### src/rtl/pcln_pkg.sv
// Package for the periodic cell-list nearest search: sizes, command/status codes,
// register indexes, and controller/datapath interface structs. No dependencies.
`default_nettype none
package pcln_pkg;
    // store sizes; address packing relies on powers of two
    localparam int MAX_ATOMS    = 1024;
    localparam int MAX_PER_CELL = 8;
    localparam int GRID_MAX     = 16;

    localparam logic [1:0] CMD_CLEAR = 2'd0;
    localparam logic [1:0] CMD_ADD   = 2'd1;
    localparam logic [1:0] CMD_QUERY = 2'd2;

    localparam logic [1:0] ST_OK        = 2'd0;
    localparam logic [1:0] ST_STORE_FULL = 2'd1;
    localparam logic [1:0] ST_CELL_FULL = 2'd2;

    localparam logic [2:0] REG_GRID_X = 3'd0;
    localparam logic [2:0] REG_GRID_Y = 3'd1;
    localparam logic [2:0] REG_GRID_Z = 3'd2;
    localparam logic [2:0] REG_BOX_X  = 3'd3;
    localparam logic [2:0] REG_BOX_Y  = 3'd4;
    localparam logic [2:0] REG_BOX_Z  = 3'd5;

    // controller -> datapath
    typedef struct packed {
        logic load;       // capture request, compute query cell
        logic clr_step;   // clear one cell count
        logic add_write;  // store atom and member
        logic nb_first;   // reset neighbor walk
        logic nb_next;    // advance to next neighbor cell
        logic cnt_read;   // issue cell count read
        logic mem_read;   // issue member read for current slot
        logic pos_read;   // issue position read
        logic eval;       // distance stage compute
        logic cmp;        // compare and keep best
        logic res_load;   // latch result
    } t_cmd;

    // datapath -> controller
    typedef struct packed {
        logic [1:0] cmd;
        logic       clr_done;
        logic       store_full;
        logic       cell_full;
        logic       nb_last;
        logic       slot_last; // no more members in this cell
    } t_stat;
endpackage
`default_nettype wire

### src/rtl/pcln_ctrl.sv
// Controller: sequences clear sweep, add, and the 27-cell query walk.
// Depends on pcln_pkg.
`default_nettype none
module pcln_ctrl (
    input  wire logic            i_clk,
    input  wire logic            i_rst_n,
    input  wire logic            i_req_vld,
    output logic                 o_req_rdy,
    output logic                 o_res_vld,
    input  wire logic            i_res_rdy,
    output pcln_pkg::t_cmd       o_cmd,
    input  wire pcln_pkg::t_stat i_stat
);
    import pcln_pkg::*;
    typedef enum logic [11:0] {
        S_IDLE  = 12'b000000000001,
        S_DEC   = 12'b000000000010,
        S_CLR   = 12'b000000000100,
        S_ACNT  = 12'b000000001000,
        S_AWR   = 12'b000000010000,
        S_QCNT  = 12'b000000100000,
        S_QMEM  = 12'b000001000000,
        S_QPOS  = 12'b000010000000,
        S_QEV   = 12'b000100000000,
        S_QCMP  = 12'b001000000000,
        S_DONE  = 12'b010000000000,
        S_INIT  = 12'b100000000000
    } t_state;
    t_state r_st, n_st;
    logic r_res_vld, n_res_vld;
    logic r_drain;

    always_ff @(posedge i_clk) begin
        if (!i_rst_n) begin
            r_st <= S_INIT;
            r_res_vld <= 1'b0;
            r_drain <= 1'b0;
        end else begin
            r_st <= n_st;
            r_res_vld <= n_res_vld;
            r_drain <= (r_st == S_QCMP);
        end
    end

    always_comb begin
        n_st = r_st;
        o_cmd = '0;
        n_res_vld = r_res_vld && !i_res_rdy;
        o_req_rdy = (r_st == S_IDLE) && !r_res_vld;
        case (r_st)
            S_INIT: begin
                // sweep cell counts to zero after reset, no result
                o_cmd.clr_step = 1'b1;
                if (i_stat.clr_done) n_st = S_IDLE;
            end
            S_IDLE: begin
                if (i_req_vld && o_req_rdy) begin
                    o_cmd.load = 1'b1;
                    n_st = S_DEC;
                end
            end
            S_DEC: begin
                o_cmd.nb_first = 1'b1;
                case (i_stat.cmd)
                    CMD_CLEAR: n_st = S_CLR;
                    CMD_ADD:   n_st = S_ACNT;
                    CMD_QUERY: n_st = S_QCNT;
                    default:   n_st = S_DONE;
                endcase
            end
            S_CLR: begin
                o_cmd.clr_step = 1'b1;
                if (i_stat.clr_done) n_st = S_DONE;
            end
            S_ACNT: begin
                o_cmd.cnt_read = 1'b1;
                n_st = S_AWR;
            end
            S_AWR: begin
                if (!i_stat.store_full && !i_stat.cell_full) o_cmd.add_write = 1'b1;
                o_cmd.res_load = 1'b1;
                n_res_vld = 1'b1;
                n_st = S_IDLE;
            end
            S_QCNT: begin
                o_cmd.cnt_read = 1'b1;
                n_st = S_QMEM;
            end
            S_QMEM: begin
                if (i_stat.slot_last) begin
                    if (i_stat.nb_last) n_st = S_DONE;
                    else begin
                        o_cmd.nb_next = 1'b1;
                        n_st = S_QCNT;
                    end
                end else begin
                    o_cmd.mem_read = 1'b1;
                    n_st = S_QPOS;
                end
            end
            S_QPOS: begin
                o_cmd.pos_read = 1'b1;
                n_st = S_QEV;
            end
            S_QEV: begin
                o_cmd.eval = 1'b1;
                n_st = S_QCMP;
            end
            S_QCMP: begin
                o_cmd.cmp = 1'b1;
                n_st = S_QMEM;
            end
            S_DONE: begin
                // load the result only once r_drain is clear, so best is final
                if (!r_drain) begin
                    o_cmd.res_load = 1'b1;
                    n_res_vld = 1'b1;
                    n_st = S_IDLE;
                end
            end
            default: n_st = S_IDLE;
        endcase
    end
    assign o_res_vld = r_res_vld;
endmodule
`default_nettype wire

### config.mk
export PLATFORM = sky130hd
export DESIGN_NAME = pcln_ctrl
export DESIGN_NICKNAME = d
export VERILOG_FILES = /design/src/rtl/pcln_pkg.sv /design/src/rtl/pcln_ctrl.sv
export SDC_FILE = /design/constraint.sdc
export NUM_CORES = 1
export LEC_CHECK = 0
export BUFFER_PORTS_ARGS = -buffer_cell sky130_fd_sc_hd__buf_2
export CAP_MARGIN = 10
export CORE_MARGIN = 2
export CORE_UTILIZATION = 50
export DETAILED_ROUTE_END_ITERATION = 8
export PLACE_DENSITY = 0.75
export SLEW_MARGIN = 20
export SYNTH_ARGS = -nofsm -noshare
export SYNTH_HDL_FRONTEND = slang
export SYNTH_SLANG_ARGS = --single-unit
### constraint.sdc
create_clock -name i_clk -period 3.5 [get_ports i_clk]
set_input_delay 0.175 -clock i_clk [delete_from_list [all_inputs] [get_ports i_clk]]
set_output_delay 0.175 -clock i_clk [all_outputs]
set_load 0.05 [all_outputs]
==> metrics.md <==
| Metric | Value |
|---|---|
| FP Rows | 16 |
| Area of the multi-input gates | 629.4 µm² |
| Worst Hold Launch | i_stat[6] |
| TritonRoute pass-1 iters | 4 |
| Pleak | 0.4857 nW |
| Synth Flop Type | dfxtp_1 |
| R2R Path Start | r_st[11] |
| Worst setup path start | r_st[4] |
| PnR worst setup slack | 1.065 ns |
| Final nets | 150 |
| Final hold vios | 0 |
| Ant diodes | 0 |
| Worst-Margin Slew | 0.4494 ns |
| Iteration-0 DRC Markers | 26 |
| Sw Share | 0.3166 |
| Share of cells above drive strength 1 | 0.2555 |
| Commonest non-fill, non-tap cell in the layout | buf_2 |
| Slew headroom | 0.6979 |
| Root Driver | clkbuf_4 |
| Power Density | 304.2 mW/mm² |
| Required time of the critical path | 3.32 ns |
| Worst Path Max Fanout | 8 |
| Max Clk Rate | between 400 and 500 MHz |
| Placer Congestion | 0.8758 |
| Unrepaired setup endpoints after global routing | no |
| Detailed placement HPWL | approximately 1.9 mm |
| Area contributors post-synth | dfxtp_1 29%, nor2_1 4.2%, nor4_2 3.8%, nor3_1 3.6%, nor3b_1 3.1% |
| Core Footprint | 0.001902 mm² |
| Comb pwr share | 0.222 |
| Filler cell count | 183 |
| Hold-fix buffers, CTS | 0 |
| Final Cell Area | approximately 0.0011 mm² |
| Vias in the first global route | 850 |
| P_sw | roughly 0.11 mW |
| Drt drc | 0 |
| Chip width | 48.27 µm |
| Setup WS pre-CTS | 1.395 ns |
| Total routed wirelength | 2.512 mm |
| Syn_nets | 130 |
| CP Class | reg -> out |
| Syn. warnings | 0 |
| Total gr overflow | 0 |
| Pins over their slew limit | 0 |
| DRT antenna net count | 0 |
| Yosys top cell area share | 0.2861 |
| Largest net degree at the start of global routing | 13 |
| Buffers on Ports | 23 |
| Clock Sinks | 14 |
| Util after Layout | 0.5803 |
| Crit path launch type | register |
| Commonest non-fill, non-tap cells in the layout | 23 x buf_2, 14 x dfxtp_1, 11 x nor2_1, 7 x nand2_1, 7 x nor3_1 |
| #FFs+latches synth | 14 |
| First-pass GRT wire length | 3.981 mm |
| # IOs | 24 |
| Critical Path AT | 2.26 ns |
| Clock Latency Late Sink | 0.29 ns |
| Via count | just under 1000 |
| Initial antenna violation count | 0 |
| Via-to-Cell Ratio | just under 6 |
| Setup violators final | 0 |
| Die Height | 48.27 µm |
| EDFF count, synth | 0 |
| Synthesis-to-finish area growth | 12.64% |
| Worst Clk Skew | 0.004026 ns |
| Starting Density | 0.5151 |
| Placed Area | ~0.0011 mm² |
| Synth area leader | dfxtp_1 |
| CTS tree | built |
| Sequential share of power | 0.501 |
| VDD IR-drop max | 0.0002258 V |
| Reg clk slew, reported paths | 0.08 ns |
| Sequential-to-total area share from yosys stat | 0.2861 |
| Setup TNS | 0 ns |
| CP endpoint kind | primary output |
| Setup Fix Bufs, Post-CTS | 0 |
| Post-Syn Area per Cell | 8.233 µm² |
| Max capacitance violation total | 0 |
| Clock power share | 0.277 |
| Routed len/inst | 15.32 µm |
| Clock buffer count from CTS | 3 |
| Async SR Flop Fraction | 0 |
| Resized Gates After CTS | 0 |
| Status | completed |
| Post-Syn Area | 979.7 µm² |
| GRT Util Overall | 0.2517 |
| Max Buffers Root-to-Sink | 2 |
| Unique masters post-synth | 44 |
| Int Power | 0.2294 mW |
| Total die area | 0.002330 mm² |
| H-tree Lvls | 1 |
| FF/Latch Area | 280.3 µm² |
| Hold crit path type | in -> reg |
| Crit share post-route | 0.6958 |
| Post-synthesis cell count | 119 |
| Fin crit period | around 2.4 ns |
## cell usage after synthesis, drive strengths merged, types with 3 or more instances
master / number
and2: 3
buf: 4
clkbuf: 4
dfxtp: 14
inv: 6
nand2: 8
nand2b: 3
nand3: 4
nand4: 4
nor2: 12
nor3: 7
nor3b: 5
nor4: 5
nor4b: 3
o21a: 3
o21ai: 4
or4: 4
## metal layers
metal / track usage / up-vias / wire, µm
li1: - / 475 / -
met1: 0.3259 / 449 / 1124
met2: 0.4026 / 39 / 1205
met3: 0.04815 / 5 / 136
met4: 0.1135 / 0 / 46
met5: 0 / - / 0
## critical path, stage by stage (launching register included)
cell	delay (ns)
dfxtp_1	0.38
or4_1	0.76
nor2_8	0.20
nand2_4	0.08
nor3b_2	0.25
buf_2	0.30
## state kept, by name (all words and copies together), names as in the netlist
name,cells
o_res_vld,1
r_drain,1
r_st,12
## power groups by stage
stage | clock, mW | sequential, mW | combinational [mW]
finish | 0.0932 | 0.168 | 0.0744
global route | 0.104 | 0.169 | 0.0814
CTS | 0.0933 | 0.168 | 0.0737
detailed placement | 0 | 0.172 | 0.0734
global placement | 0 | 0.171 | 0.0713
floorplan | 0 | 0.167 | 0.0583
## stage by stage
step,hold slack [ns],std cells,power [mW]
floorplan,0.2516,119,0.2257
finish,0.08319,164,0.3357
CTS,0.08867,164,0.3350
detailed placement,0.3920,161,0.2453
global placement,0.3824,161,0.2428
global route,0.07886,164,0.3546
## final timing paths
check	slack, ns	depth (start not counted)	endpoint
worst min register to register	0.62	1	r_st[9]
worst min-delay path	0.08	2	r_st[3]
worst max-delay path	1.06	5	o_cmd[1]
worst max register to register	1.56	5	r_st[10]
## cells by family (layout without fill, tap and decap cells)
group,after synthesis,count (layout),synth area share
and+or+nand+nor,65,65,0.4342
DFF,14,14,0.2861
AOI/OAI and AO/OA,22,22,0.1724
buffers and inverters,14,32,0.07151
xor gates and xnor gates,4,4,0.03577
## layout make-up
class | instances | area share
Clock buffer | 3 | 0.02041
Inverter | 6 | 0.02041
Multi-Input combinational cell | 91 | 0.5703
Sequential cell | 14 | 0.2540
Tap cell | 27 | 0.03061
Timing Repair Buffer | 23 | 0.1043
(Power assumes the default switching activity.)
